--- config.mk ---
export PLATFORM = sky130hd
export DESIGN_NAME = quaternion_orientation_accumulator
export DESIGN_NICKNAME = d
export VERILOG_FILES = /design/src/qoa_pkg.sv /design/src/qoa_datapath.sv /design/src/qoa_ctrl.sv /design/src/quaternion_orientation_accumulator.sv
export SDC_FILE = /design/constraint.sdc
export NUM_CORES = 2
export LEC_CHECK = 0
export ABC_AREA = 1
export BUFFER_PORTS_ARGS = -buffer_cell sky130_fd_sc_hd__buf_2
export CAP_MARGIN = 20
export CORE_MARGIN = 8
export CORE_UTILIZATION = 55
export CTS_BUF_LIST = sky130_fd_sc_hd__clkbuf_8 sky130_fd_sc_hd__clkbuf_16
export CTS_CLUSTER_DIAMETER = 200
export DETAILED_ROUTE_END_ITERATION = 7
export PLACE_DENSITY = 0.68
export SYNTH_ARGS = -nofsm -noshare
export SYNTH_HDL_FRONTEND = slang
export SYNTH_SLANG_ARGS = --single-unit
--- constraint.sdc ---
create_clock -name clk -period 9.3 [get_ports clk]
set_input_delay 0.465 -clock clk [delete_from_list [all_inputs] [get_ports clk]]
set_output_delay 0.465 -clock clk [all_outputs]
set_load 0.03 [all_outputs]
--- src/qoa_pkg.sv ---
// package: shared types and constants for the quaternion orientation accumulator
`timescale 1ns / 1ps
`default_nettype none
package qoa_pkg;

  // controller states
  typedef enum logic [3:0] {
    ST_IDLE,
    ST_LOAD,
    ST_COMP,
    ST_CWB,
    ST_SUMSQ,
    ST_SQRT,
    ST_DIV,
    ST_MAT,
    ST_OUT
  } qoa_state_t;

  // datapath commands from the controller
  typedef struct packed {
    logic       spin_q;
    logic       load_q;
    logic       comp_step;
    logic [3:0] comp_idx;
    logic       comp_wb;
    logic       sumsq_step;
    logic [1:0] sumsq_idx;
    logic       sqrt_init;
    logic       sqrt_step;
    logic       div_init;
    logic       div_step;
    logic [1:0] div_idx;
    logic       div_wb;
    logic       mat_step;
    logic [3:0] mat_idx;
    logic       row_load;
    logic [1:0] row_sel;
  } qoa_cmd_t;

  // datapath status to the controller
  typedef struct packed {
    logic mag_zero;
    logic div_done;
  } qoa_stat_t;

  localparam int unsigned SUM_W = 34;
  localparam int unsigned ROOT_W = 17;
  localparam int unsigned SQRT_STEPS = 17;

endpackage
`default_nettype wire

--- src/qoa_datapath.sv ---
// datapath: shared multiplier, accumulators, square root and divider
`timescale 1ns / 1ps
`default_nettype none
module qoa_datapath #(
  parameter int FRAC_BITS = 14
) (
  input  wire logic            clk,
  input  wire logic            rst,
  input  wire qoa_pkg::qoa_cmd_t cmd,
  output qoa_pkg::qoa_stat_t   stat,
  input  wire logic signed [15:0] in_x,
  input  wire logic signed [15:0] in_y,
  input  wire logic signed [15:0] in_z,
  input  wire logic signed [15:0] in_w,
  output logic signed [15:0]   row_c0,
  output logic signed [15:0]   row_c1,
  output logic signed [15:0]   row_c2
);
  import qoa_pkg::*;

  localparam int DIV_W = 16 + FRAC_BITS + 1;
  localparam int CNT_W = $clog2(DIV_W + 1);
  localparam int ENT_W = (2 * FRAC_BITS + 3 > 35) ? 2 * FRAC_BITS + 3 : 35;
  localparam logic signed [63:0] HALF = 64'sd1 <<< (FRAC_BITS - 1);
  localparam logic signed [63:0] ONE2 = 64'sd1 <<< (2 * FRAC_BITS);
  localparam logic signed [63:0] ONE = 64'sd1 <<< FRAC_BITS;

  logic signed [15:0] orient [4];
  logic signed [15:0] spin [4];
  logic signed [34:0] acc;
  logic signed [31:0] prod;
  logic signed [15:0] ma, mb;
  logic               msub;
  logic signed [15:0] newq [4];
  logic [SUM_W-1:0]   sumsq;
  logic [SUM_W-1:0]   rem_s;
  logic [ROOT_W-1:0]  root;
  logic [5:0]         sq_cnt;
  logic [DIV_W-1:0]   num;
  logic [DIV_W:0]     drem;
  logic [CNT_W-1:0]   dcnt;
  logic               dneg;
  logic signed [ENT_W-1:0] ent [9];
  logic signed [ENT_W-1:0] e0, e1, e2;

  function automatic logic signed [15:0] rnd(input logic signed [63:0] v);
    logic signed [63:0] s;
    s = (v + HALF) >>> FRAC_BITS;
    if (s > 64'sd32767) return 16'sh7fff;
    if (s < -64'sd32768) return 16'sh8000;
    return s[15:0];
  endfunction

  // operand select for composition products
  always_comb begin
    ma = '0; mb = '0; msub = 1'b0;
    case (cmd.comp_idx)
      4'd0: begin ma = spin[0]; mb = orient[3]; end
      4'd1: begin ma = orient[0]; mb = spin[3]; end
      4'd2: begin ma = orient[1]; mb = spin[2]; end
      4'd3: begin ma = orient[2]; mb = spin[1]; msub = 1'b1; end
      4'd4: begin ma = spin[1]; mb = orient[3]; end
      4'd5: begin ma = orient[1]; mb = spin[3]; end
      4'd6: begin ma = orient[2]; mb = spin[0]; end
      4'd7: begin ma = orient[0]; mb = spin[2]; msub = 1'b1; end
      4'd8: begin ma = spin[2]; mb = orient[3]; end
      4'd9: begin ma = orient[2]; mb = spin[3]; end
      4'd10: begin ma = orient[0]; mb = spin[1]; end
      4'd11: begin ma = orient[1]; mb = spin[0]; msub = 1'b1; end
      4'd12: begin ma = spin[3]; mb = orient[3]; end
      4'd13: begin ma = spin[0]; mb = orient[0]; msub = 1'b1; end
      4'd14: begin ma = spin[1]; mb = orient[1]; msub = 1'b1; end
      default: begin ma = spin[2]; mb = orient[2]; msub = 1'b1; end
    endcase
    if (cmd.sumsq_step) begin
      ma = orient[cmd.sumsq_idx]; mb = orient[cmd.sumsq_idx]; msub = 1'b0;
    end
    if (cmd.mat_step) begin
      msub = 1'b0;
      case (cmd.mat_idx)
        4'd0: begin ma = orient[0]; mb = orient[0]; end
        4'd1: begin ma = orient[1]; mb = orient[1]; end
        4'd2: begin ma = orient[2]; mb = orient[2]; end
        4'd3: begin ma = orient[0]; mb = orient[1]; end
        4'd4: begin ma = orient[2]; mb = orient[3]; end
        4'd5: begin ma = orient[2]; mb = orient[0]; end
        4'd6: begin ma = orient[1]; mb = orient[3]; end
        4'd7: begin ma = orient[1]; mb = orient[2]; end
        default: begin ma = orient[0]; mb = orient[3]; end
      endcase
    end
  end

  // shared multiplier, registered
  always_ff @(posedge clk) begin
    prod <= ma * mb;
  end

  // products held for matrix assembly, with the step flags delayed to match
  logic signed [31:0] mp [9];
  logic               mat_d, step_d, sub_d, sq_d;
  logic [3:0]         idx_d;
  always_ff @(posedge clk) begin
    mat_d <= cmd.mat_step;
    step_d <= cmd.comp_step;
    sq_d <= cmd.sumsq_step;
    sub_d <= msub;
    idx_d <= cmd.mat_step ? cmd.mat_idx : cmd.comp_idx;
    if (mat_d) mp[idx_d] <= prod;
  end

  // matrix entries from held products
  always_comb begin
    ent[0] = ENT_W'(ONE2) - ENT_W'((64'(mp[1]) + 64'(mp[2])) <<< 1);
    ent[1] = ENT_W'((64'(mp[3]) - 64'(mp[4])) <<< 1);
    ent[2] = ENT_W'((64'(mp[5]) + 64'(mp[6])) <<< 1);
    ent[3] = ENT_W'((64'(mp[3]) + 64'(mp[4])) <<< 1);
    ent[4] = ENT_W'(ONE2) - ENT_W'((64'(mp[2]) + 64'(mp[0])) <<< 1);
    ent[5] = ENT_W'((64'(mp[7]) - 64'(mp[8])) <<< 1);
    ent[6] = ENT_W'((64'(mp[5]) - 64'(mp[6])) <<< 1);
    ent[7] = ENT_W'((64'(mp[7]) + 64'(mp[8])) <<< 1);
    ent[8] = ENT_W'(ONE2) - ENT_W'((64'(mp[1]) + 64'(mp[0])) <<< 1);
  end

  // entries of the selected row
  always_comb begin
    case (cmd.row_sel)
      2'd0: begin e0 = ent[0]; e1 = ent[1]; e2 = ent[2]; end
      2'd1: begin e0 = ent[3]; e1 = ent[4]; e2 = ent[5]; end
      default: begin e0 = ent[6]; e1 = ent[7]; e2 = ent[8]; end
    endcase
  end

  // row result registers
  always_ff @(posedge clk) begin
    if (cmd.row_load) begin
      row_c0 <= rnd(64'(e0));
      row_c1 <= rnd(64'(e1));
      row_c2 <= rnd(64'(e2));
    end
  end

  // composition accumulator, four products per component
  always_ff @(posedge clk) begin
    if (step_d) begin
      if (idx_d[1:0] == 2'd0) acc <= 35'(prod);
      else if (sub_d) acc <= acc - 35'(prod);
      else acc <= acc + 35'(prod);
      if (idx_d[1:0] == 2'd3) newq[idx_d[3:2]] <= rnd(64'(sub_d ? acc - 35'(prod)
                                                              : acc + 35'(prod)));
    end
  end

  // sum of squares
  always_ff @(posedge clk) begin
    if (cmd.load_q) sumsq <= '0;
    else if (sq_d) sumsq <= sumsq + SUM_W'(unsigned'(prod));
    else if (cmd.comp_wb) sumsq <= '0;
  end

  // integer square root, one result bit a cycle
  always_ff @(posedge clk) begin
    if (cmd.sqrt_init) begin
      rem_s <= '0; root <= '0; sq_cnt <= '0;
    end else if (cmd.sqrt_step) begin
      logic [SUM_W-1:0] r2;
      r2 = {rem_s[SUM_W-3:0], sumsq[SUM_W-1 - 2*sq_cnt -: 2]};
      if (r2 >= SUM_W'({root, 2'b01})) begin
        rem_s <= r2 - SUM_W'({root, 2'b01});
        root <= {root[ROOT_W-2:0], 1'b1};
      end else begin
        rem_s <= r2;
        root <= {root[ROOT_W-2:0], 1'b0};
      end
      sq_cnt <= sq_cnt + 6'd1;
    end
  end

  // restoring divider: (|q| << F + m/2) / m
  logic signed [15:0] dsrc;
  assign dsrc = orient[cmd.div_idx];
  always_ff @(posedge clk) begin
    if (rst) dcnt <= '0;
    else if (cmd.div_init) begin
      dneg <= dsrc[15];
      num <= DIV_W'((64'(dsrc[15] ? -32'(dsrc) : 32'(dsrc)) <<< FRAC_BITS)
                    + 64'(root >> 1));
      drem <= '0;
      dcnt <= CNT_W'(DIV_W);
    end else if (cmd.div_step && dcnt != '0) begin
      logic [DIV_W:0] t;
      t = {drem[DIV_W-1:0], num[DIV_W-1]};
      if (t >= (DIV_W+1)'(root)) begin
        drem <= t - (DIV_W+1)'(root);
        num <= {num[DIV_W-2:0], 1'b1};
      end else begin
        drem <= t;
        num <= {num[DIV_W-2:0], 1'b0};
      end
      dcnt <= dcnt - CNT_W'(1);
    end
  end

  // status to the controller
  always_comb begin
    stat.mag_zero = (root == '0);
    stat.div_done = (dcnt == '0);
  end

  // incoming quaternion held for composition
  always_ff @(posedge clk) begin
    if (cmd.spin_q) begin
      spin[0] <= in_x; spin[1] <= in_y; spin[2] <= in_z; spin[3] <= in_w;
    end
  end

  // orientation store
  always_ff @(posedge clk) begin
    if (rst) begin
      orient[0] <= '0; orient[1] <= '0; orient[2] <= '0;
      orient[3] <= (ONE > 64'sd32767) ? 16'sh7fff : 16'(ONE);
    end else if (cmd.load_q) begin
      orient[0] <= in_x; orient[1] <= in_y; orient[2] <= in_z; orient[3] <= in_w;
    end else if (cmd.comp_wb) begin
      orient <= newq;
    end else if (cmd.div_wb) begin
      logic signed [63:0] qv;
      qv = dneg ? -64'(num) : 64'(num);
      orient[cmd.div_idx] <= (qv > 64'sd32767) ? 16'sh7fff :
                             (qv < -64'sd32768) ? 16'sh8000 : qv[15:0];
    end
  end
endmodule
`default_nettype wire

--- src/qoa_ctrl.sv ---
// controller: sequences load, compose, renormalize and matrix output
`timescale 1ns / 1ps
`default_nettype none
module qoa_ctrl (
  input  wire logic            clk,
  input  wire logic            rst,
  input  wire logic            in_valid,
  output logic                 in_stall,
  input  wire logic            load_orientation,
  input  wire logic [7:0]      renorm_period,
  output logic                 out_valid,
  input  wire logic            out_stall,
  output logic [1:0]           row_index,
  output logic                 last_row,
  output qoa_pkg::qoa_cmd_t    cmd,
  input  wire qoa_pkg::qoa_stat_t stat
);
  import qoa_pkg::*;

  qoa_state_t state, state_next;
  logic [4:0] cnt, cnt_next;
  logic [7:0] compose_counter;
  logic       renorm;
  logic [1:0] row;
  logic       out_full;

  assign renorm = ({1'b0, compose_counter} + 9'd1) > {1'b0, renorm_period};

  // next state
  always_comb begin
    state_next = state;
    cnt_next = cnt + 5'd1;
    unique case (state)
      ST_IDLE: begin
        cnt_next = '0;
        if (in_valid) state_next = load_orientation ? ST_MAT : ST_LOAD;
      end
      ST_LOAD: begin cnt_next = '0; state_next = ST_COMP; end
      ST_COMP: if (cnt == 5'd16) state_next = ST_CWB;
      ST_CWB: begin cnt_next = '0; state_next = renorm ? ST_SUMSQ : ST_MAT; end
      ST_SUMSQ: if (cnt == 5'd5) begin cnt_next = '0; state_next = ST_SQRT; end
      ST_SQRT: if (cnt == 5'(SQRT_STEPS)) begin
        cnt_next = '0; state_next = stat.mag_zero ? ST_MAT : ST_DIV;
      end
      ST_DIV: begin
        cnt_next = cnt;
        if (cnt[4] && stat.div_done) begin
          state_next = (cnt[1:0] == 2'd3) ? ST_MAT : ST_DIV;
          cnt_next = {1'b0, 2'b00, cnt[1:0] + 2'd1};
          if (cnt[1:0] == 2'd3) cnt_next = '0;
        end else if (!cnt[4]) cnt_next = {1'b1, cnt[3:0]};
      end
      ST_MAT: if (cnt == 5'd10) begin cnt_next = '0; state_next = ST_OUT; end
      ST_OUT: begin
        cnt_next = '0;
        if (!out_full || !out_stall) begin
          if (row == 2'd2 && out_full && !out_stall) state_next = ST_IDLE;
        end
      end
      default: state_next = ST_IDLE;
    endcase
  end

  // command outputs
  always_comb begin
    cmd = '0;
    in_stall = !(state == ST_IDLE);
    unique case (state)
      ST_IDLE: begin
        cmd.spin_q = in_valid;
        cmd.load_q = in_valid && load_orientation;
      end
      ST_LOAD: ;
      ST_COMP: begin cmd.comp_step = (cnt < 5'd16); cmd.comp_idx = cnt[3:0]; end
      ST_CWB: cmd.comp_wb = 1'b1;
      ST_SUMSQ: begin
        cmd.sumsq_step = (cnt < 5'd4); cmd.sumsq_idx = cnt[1:0];
        cmd.sqrt_init = (cnt == 5'd5);
      end
      ST_SQRT: cmd.sqrt_step = (cnt < 5'(SQRT_STEPS));
      ST_DIV: begin
        cmd.div_idx = cnt[1:0];
        cmd.div_init = !cnt[4];
        cmd.div_step = cnt[4];
        cmd.div_wb = cnt[4] && stat.div_done;
      end
      ST_MAT: begin cmd.mat_step = (cnt < 5'd9); cmd.mat_idx = cnt[3:0]; end
      ST_OUT: begin
        cmd.row_sel = (out_full && !out_stall) ? row + 2'd1 : row;
        cmd.row_load = !out_full || (!out_stall && row != 2'd2);
      end
      default: ;
    endcase
  end

  // state and counters
  always_ff @(posedge clk) begin
    if (rst) begin
      state <= ST_IDLE; cnt <= '0; compose_counter <= '0;
      row <= '0; out_full <= 1'b0;
    end else begin
      state <= state_next; cnt <= cnt_next;
      if (state == ST_CWB) compose_counter <= renorm ? 8'd0 : compose_counter + 8'd1;
      if (state == ST_OUT) begin
        if (!out_full) begin out_full <= 1'b1; row <= '0; end
        else if (!out_stall) begin
          if (row == 2'd2) begin
            out_full <= 1'b0;
            row <= '0;
          end else row <= row + 2'd1;
        end
      end
    end
  end

  assign out_valid = out_full;
  assign row_index = row;
  assign last_row = (row == 2'd2);
endmodule
`default_nettype wire

--- src/quaternion_orientation_accumulator.sv ---
// top level: quaternion orientation accumulator with rotation matrix rows
//
// input channel: spin_x/y/z/w (Q2.14) and load_orientation, in_valid/in_stall.
// load replaces the stored orientation; otherwise the spin is composed with
// it using one shared 16x16 multiplier, sixteen products in turn.
// after renorm_period+1 compositions the orientation is divided by its
// magnitude: four squares, a 17-step square root, then four 31-step divides.
// every item yields three row items on out_valid/out_stall, row 2 flagged by
// last_row. the first row is valid once the matrix products are done; a load
// goes straight to them, a composition after its write-back and, if due, the
// renormalization (no divides when the magnitude is zero). one item is
// worked at a time; in_stall is high until the third row has been taken.
// a stalled receiver holds the current row; rows are never dropped.
// reset (rst, synchronous) sets the orientation to identity, the count to
// zero and renorm_period to 97. the user must write renorm_period with cfg_we/
// cfg_data only while the block is idle; the block does not enforce this.
`timescale 1ns / 1ps
`default_nettype none
module quaternion_orientation_accumulator #(
  parameter int FRAC_BITS = 14
) (
  input  wire logic              clk,
  input  wire logic              rst,
  input  wire logic              cfg_we,
  input  wire logic [7:0]        cfg_data,
  input  wire logic              in_valid,
  output logic                   in_stall,
  input  wire logic signed [15:0] spin_x,
  input  wire logic signed [15:0] spin_y,
  input  wire logic signed [15:0] spin_z,
  input  wire logic signed [15:0] spin_w,
  input  wire logic              load_orientation,
  output logic                   out_valid,
  input  wire logic              out_stall,
  output logic [1:0]             row_index,
  output logic signed [15:0]     col_zero,
  output logic signed [15:0]     col_one,
  output logic signed [15:0]     col_two,
  output logic                   last_row
);
  import qoa_pkg::*;

  qoa_cmd_t   cmd;
  qoa_stat_t  stat;
  logic [7:0] renorm_period;

  // configuration register
  always_ff @(posedge clk) begin
    if (rst) renorm_period <= 8'd97;
    else if (cfg_we) renorm_period <= cfg_data;
  end

  qoa_ctrl u_ctrl (
    .clk, .rst, .in_valid, .in_stall, .load_orientation, .renorm_period,
    .out_valid, .out_stall, .row_index, .last_row, .cmd, .stat
  );

  qoa_datapath #(.FRAC_BITS(FRAC_BITS)) u_dp (
    .clk, .rst, .cmd, .stat,
    .in_x(spin_x), .in_y(spin_y), .in_z(spin_z), .in_w(spin_w),
    .row_c0(col_zero), .row_c1(col_one), .row_c2(col_two)
  );

  // checks
  a_lastrow: assert property (@(posedge clk) disable iff (rst)
    out_valid && last_row |-> row_index == 2'd2) else $error("last_row off row 2");
  a_busy: assert property (@(posedge clk) disable iff (rst)
    out_valid |-> in_stall) else $error("input open during output");
  a_rowadv: assert property (@(posedge clk) disable iff (rst)
    out_valid && !out_stall && row_index == 2'd0 |=> out_valid && row_index == 2'd1)
    else $error("row sequence broken");
endmodule
`default_nettype wire
Word-level counts from Yosys, hierarchy flattened
Memories as Yosys holds them, arrays and structs flattened.
Index checks and enable logic that the tools add are counted.

storage, ports and cells
  flip-flop bits (word level) = 436
  bits in writable memories = 352
  logic and storage cells = 318
  memories kept = 2

memories
  name       words  width  read ports  clocked after memory_dff  write ports  line                 text
  u_dp.mp    9      32     9           0                         1            qoa_datapath.sv:100  logic signed [31:0] mp [9];
  u_dp.spin  4      16     4           0                         4            qoa_datapath.sv:29   logic signed [15:0] spin [4];

cells by class
  add/sub/neg operators = 34
  $mul = 1
  $lt $le $gt $ge = 22
  equality and inequality tests = 47
  shifts and indexed selects = 1
  mux-type cells = 125
  bitwise logic cells = 4
  reduce and logical (&&, ||, !) cells = 49

operators with widths
  kind                                                                                count
  16-bit two-way mux                                                                  30
  64-bit two-way mux                                                                  5
  35-bit case mux with 2 select lines                                                 3
  32-bit by 32-bit adder with 33-bit output                                           6
  64-bit bitwise mux                                                                  2
  31-bit two-way mux                                                                  4
  16-bit case mux with 7 select lines                                                 1
  35-bit by 15-bit adder with 36-bit output (second input constant)                   3
  30-bit by 35-bit subtractor with 35-bit output (first input constant)               3
  32-bit by 32-bit subtractor with 33-bit output                                      3
  16-bit case mux with 6 select lines                                                 1
  35-bit two-way mux                                                                  2
  34-bit two-way mux                                                                  2
  22-bit by 16-bit greater-than comparator with 1-bit output (second input constant)  3
  22-bit by 16-bit less-than comparator with 1-bit output (second input constant)     3
  64-bit by 15-bit adder with 64-bit output (second input constant)                   1
  16-bit binary-select mux with 2-bit select                                          2
  16-bit demux with 2-bit select                                                      2
  64-bit by 16-bit greater-than comparator with 1-bit output (second input constant)  1
  64-bit by 16-bit less-than comparator with 1-bit output (second input constant)     1
  31-bit negator with 64-bit output                                                   1
  50-bit by 16-bit greater-than comparator with 1-bit output (second input constant)  1
  50-bit by 16-bit less-than comparator with 1-bit output (second input constant)     1
  4-bit by 3-bit equality test with 1-bit output (second input constant)              12
  other kinds (66)                                                                    190

Depth between registers and ports, before layout
  depth in word-level cells = 15
  mapped depth = 46

Cells and area by module
Synthesis repeated with hierarchy kept, for this count alone.

second synthesis, totals
  cell total of the unflattened synthesis = 10538
  area total of the unflattened synthesis = 74242.5 µm²

by module, submodules not included
  module                              times used  cells each  area an instance (µm²)
  qoa_datapath                        1           10235       72263.1
  qoa_ctrl                            1           258         1669.1
  quaternion_orientation_accumulator  1           45          310.3

Worst setup path before layout
OpenSTA, ideal clock, no wires.

  path type = reg2reg
  from = reg u_ctrl.state[1]
  to = reg u_dp.prod[30]
  setup time = 0.112 ns
  data arrival time = 7.847 ns
  required time = 9.188 ns
  slack = 1.341 ns
  cell stages (with the launch flop) = 41
  period minus slack after synthesis = 7.959 ns
  path through = dfxtp_1 > inv_1 > nor2_1 > nand2_1 > buf_2 > inv_1 > nand2_1 > nor2_1 > inv_1 > clkbuf_1 > a22o_1 > a221oi_1 > o221ai_1 > a21oi_1 > nand2_1 > o21ai_0 > nor2_1 > inv_1 > [5 not listed] > fa_1 > inv_1 > fa_1 > fa_1 > ha_1 > a21oi_1 > a21boi_0 > o21ai_0 > a21boi_1 > o21ai_0 > a21boi_1 > o21ai_0 > a21boi_0 > o21ai_1 > nand2_1 > nand2_1 > nand2_1 > nand2_1

on the way
  cells in the longest elaborated chain, start to end = 9

ends and longest elaborated chain
  element                                                                      line                text
  from (decl)                                                                  qoa_ctrl.sv:20      qoa_state_t state, state_next;
  from (signal assigned)                                                       qoa_ctrl.sv:102     state <= state_next; cnt <= cnt_next;
  branches (longest 8 deep; another with 16-bit case mux with 7 select lines)  -
  16-bit by 16-bit multiplier with 32-bit output (*)                           qoa_datapath.sv:96  prod <= ma * mb;
  to (signal assigned)                                                         qoa_datapath.sv:96
  to (decl)                                                                    qoa_datapath.sv:31  logic signed [31:0] prod;

Mark *: on every way between the ends. The select of a mux whose other input is x is not followed.
A chain may end at the register's enable or synchronous reset.

Worst setup path in the final report
  from = reg u_ctrl.state[1]
  to = reg u_dp.prod[29]

The elaborated chain is that of the path after synthesis.

==> flow_summary.ini <==
[logic_synthesis]
dominantRegCellSynth = edfxtp_1
synth_seq_area_share = 0.284
postSynth.asyncResetShare = 0
syn_area_per_cell_sq_um = 6.93
cell_area_after_technology_mapping_sq_um = 75400
synth_fp_nets = 11718
post_synth_inst_count = 10876
synth-seq-cells = 788
ys_types = 73
count_of_flip_flops_with_a_built_in_enable_after_synthesis = 562
yosys_warnings = 0

[routing]
first_iter_violations = 8402
vias = 76723
antenna_violating_nets_post_route = 0
post_drt_via_cell_ratio = 5.92
drt-total-wl_um = 292000
dr.pass1.iters = 7
avgRoutedWirePerCell_um = 22.6
route.detailed.drc = 0

[pwr]
ir_drop_mv = 1.58
total_leakage_power_uw = 0.0393
pwr_density_cell_nw_per_um2 = 358
swShare = 0.527
share_seq_of_total_power = 0.176
p_sw_uw = 15600
p_int_uw = 14000
share_comb_of_total_power = 0.693
clkPwrFrac = 0.131

[clock_tree]
path_clk_slew_ns = 0.07
cts_max_path_buffers = 3
cts.sinks = 788
tritoncts = yes
worst_skew_pair.late_latency_ns = 0.76
cts_root_buf = clkbuf_16
cts_inserted_buffers = 89
cts_h_tree_depth = 3

[die]
placeableCoreArea_sq_um = 137000
fp-row-count = 136
design.portCount = 131
initial_utilization = 0.551
fp.dieW_um = 386
die-area_sq_um = 149000
floorplan.die.height_um = 386

[setup_path]
timing.setup.critical_path_class = reg2reg
worst_path_bufs_invs = 8
worst-endpoint-required_ns = 9.92
crit_fanout = 11
worstSetupEndpointType = flip-flop
arrival_ns = 9.42
timing.critical_path.max_delay_family = adder cells
critical_path_launch_point_type = flip-flop
cell_type_of_the_slowest_stage_on_the_worst_timing_path = fa_1
cpMostUsedCell = inv_1
critPathMaxStageDelay_ns = 0.71

[timing]
max_slew_headroom = 0.245
postLayoutSetupSlackWorst_ns = 0.505
setup_violations = 0
maximum_clock_frequency_ghz = 0.114
min_period_over_period = 0.946
max_slew.worst_pin.slew_ns = 1.13
report.final.hold_viol_count = 0
min_period_ns = 8.80
clock_skew_ns = 0.0549
slew_viol_final = 0
sum_of_negative_setup_slack_ns = 0
fin_hold_ws_ns = 0.0418
rsz_0062_raised_after_global_routing = no

[place]
detailedPlacementHpwl_um = 231000
placement.io_buffers = 130
postPlaceCellArea_sq_um = 78500
placement.setup.worst_slack_ns = 0.218
gpl.final_weighted_congestion = 1.09

[grt]
grt_antenna_before_repair = 4
grt_use_total = 0.382
first_global_vias = 74149
global_route.overflow_total = 0
grt_pass1_wl_um = 438000
maximum_number_of_pins_on_one_net_before_global_route_repair = 69

[min_path]
path_category_of_the_worst_min_delay_check = in2reg

[final_layout]
fin_nets = 11924
postLayoutCellArea_sq_um = 82700
syn2layout_area_growth_pct = 9.68
post_route_cells_drive_above_1_share = 0.0641
postLayoutCoreUtil = 0.604

[outcome]
run_status = finished, final reports clean

[run]
number_of_max_cap_violations = 0
==> registers in the layout, indices dropped and copies added (netlist names), 8 cells and up <==
name and flops:
u_ctrl.compose_counter 8, u_dp.sumsq 34, u_dp.root 17, u_dp.rem_s 32, u_dp.num 31, u_dp.acc 35, u_dp.row_c2 16, u_dp.orient 64
u_dp.prod 32, u_dp.row_c1 16, renorm_period 8, u_dp.mp 288, u_dp.newq 64, u_dp.row_c0 16, u_dp.drem 31, u_dp.spin 64
==> cell usage after synthesis, drive strengths merged (136+ instances only) <==
cell    count  area share
a21oi     790       0.053
o21ai     540       0.036
fa        270       0.072
nand3     664       0.046
nor2     1245       0.065
nor3      136      0.0095
dfxtp     226       0.060
nand4     158       0.013
ha        494       0.082
nand2    2923        0.15
clkbuf    204       0.010
inv      1752       0.087
edfxtp    562        0.22
xor2      204       0.024
==> repair_timing <==
| item | CTS | global route |
|---|---|---|
| endpoints found under the setup margin | 0 | 11 |
| endpoints found under the hold margin | 70 | 0 |
| buffers inserted | 0 | 8 |
| hold buffers | 75 | 0 |
| gates resized for setup | 0 | 19 |
==> worst paths after layout <==
check,cells past startpoint,slack [ns],start,to
worst min register to register,2,0.47,u_ctrl.compose_counter[7],u_ctrl.compose_counter[7]
worst max register to register,30,0.50,u_ctrl.state[1],u_dp.prod[29]
worst max-delay path,30,0.50,u_ctrl.state[1],u_dp.prod[29]
worst min-delay path,1,0.04,spin_w[8],u_dp.spin[3][8]
==> cell families after synthesis <==
logic type	share of synthesized area
and+or+nand+nor	0.292
xor gates and xnor gates	0.0341
AOI/OAI and AO/OA	0.133
adders and majority gates	0.154
buffers and inverters	0.103
DFF	0.284
==> through the flow <==
step,std cells,total power [uW]
CTS,12943,29100
floorplan,10876,18500
global placement,12698,24500
detailed placement,12700,25000
global route,12953,32100
finish,12959,29600
==> power groups by stage <==
stage	Sequential (uW)	Clock (uW)	Combinational [uW]
finish	5220	3870	20500
global placement	5260	0	19200
CTS	5180	3890	20000
global route	5230	4010	22800
floorplan	5260	0	13200
detailed placement	5250	0	19800
==> final cells by class <==
type / instances / area, sq um
Antenna cell: 6 / 15.0
Clock buffer: 100 / 2480
Clock inverter: 68 / 749
Fill cell: 12579 / 54200
Inverter: 1772 / 6670
Multi-Input combinational cell: 8056 / 46400
Sequential cell: 788 / 21400
Tap cell: 1794 / 2240
Timing Repair Buffer: 374 / 2720
Timing Repair inverter: 1 / 7.51
==> layout by cell type (no fill, tap or decap), drive strengths merged, types with 28 or more instances in the layout <==
cell,count
o211ai,58
edfxtp,562
nand3,664
a31oi,42
fa,270
clkinv,48
a21o,28
nor3,136
dfxtp,226
a221oi,58
o22ai,37
a21oi,790
ha,494
dlygate4sd3,75
nor4,46
o21ai,540
nand4,158
nor2,1245
clkbuf,100
o21a,36
inv,1774
o21bai,40
nand2,2923
xnor2,87
buf,299
xor2,204
==> metal layers <==
layer / part of all wire / GRT usage / wire (um)
met4: 0.080 / 0.257 / 23400
met5: 0.00018 / 0 / 53
met1: 0.38 / 0.468 / 112000
met2: 0.44 / 0.608 / 129000
met3: 0.097 / 0.0777 / 28400
Power figures use the tool's default switching activity.
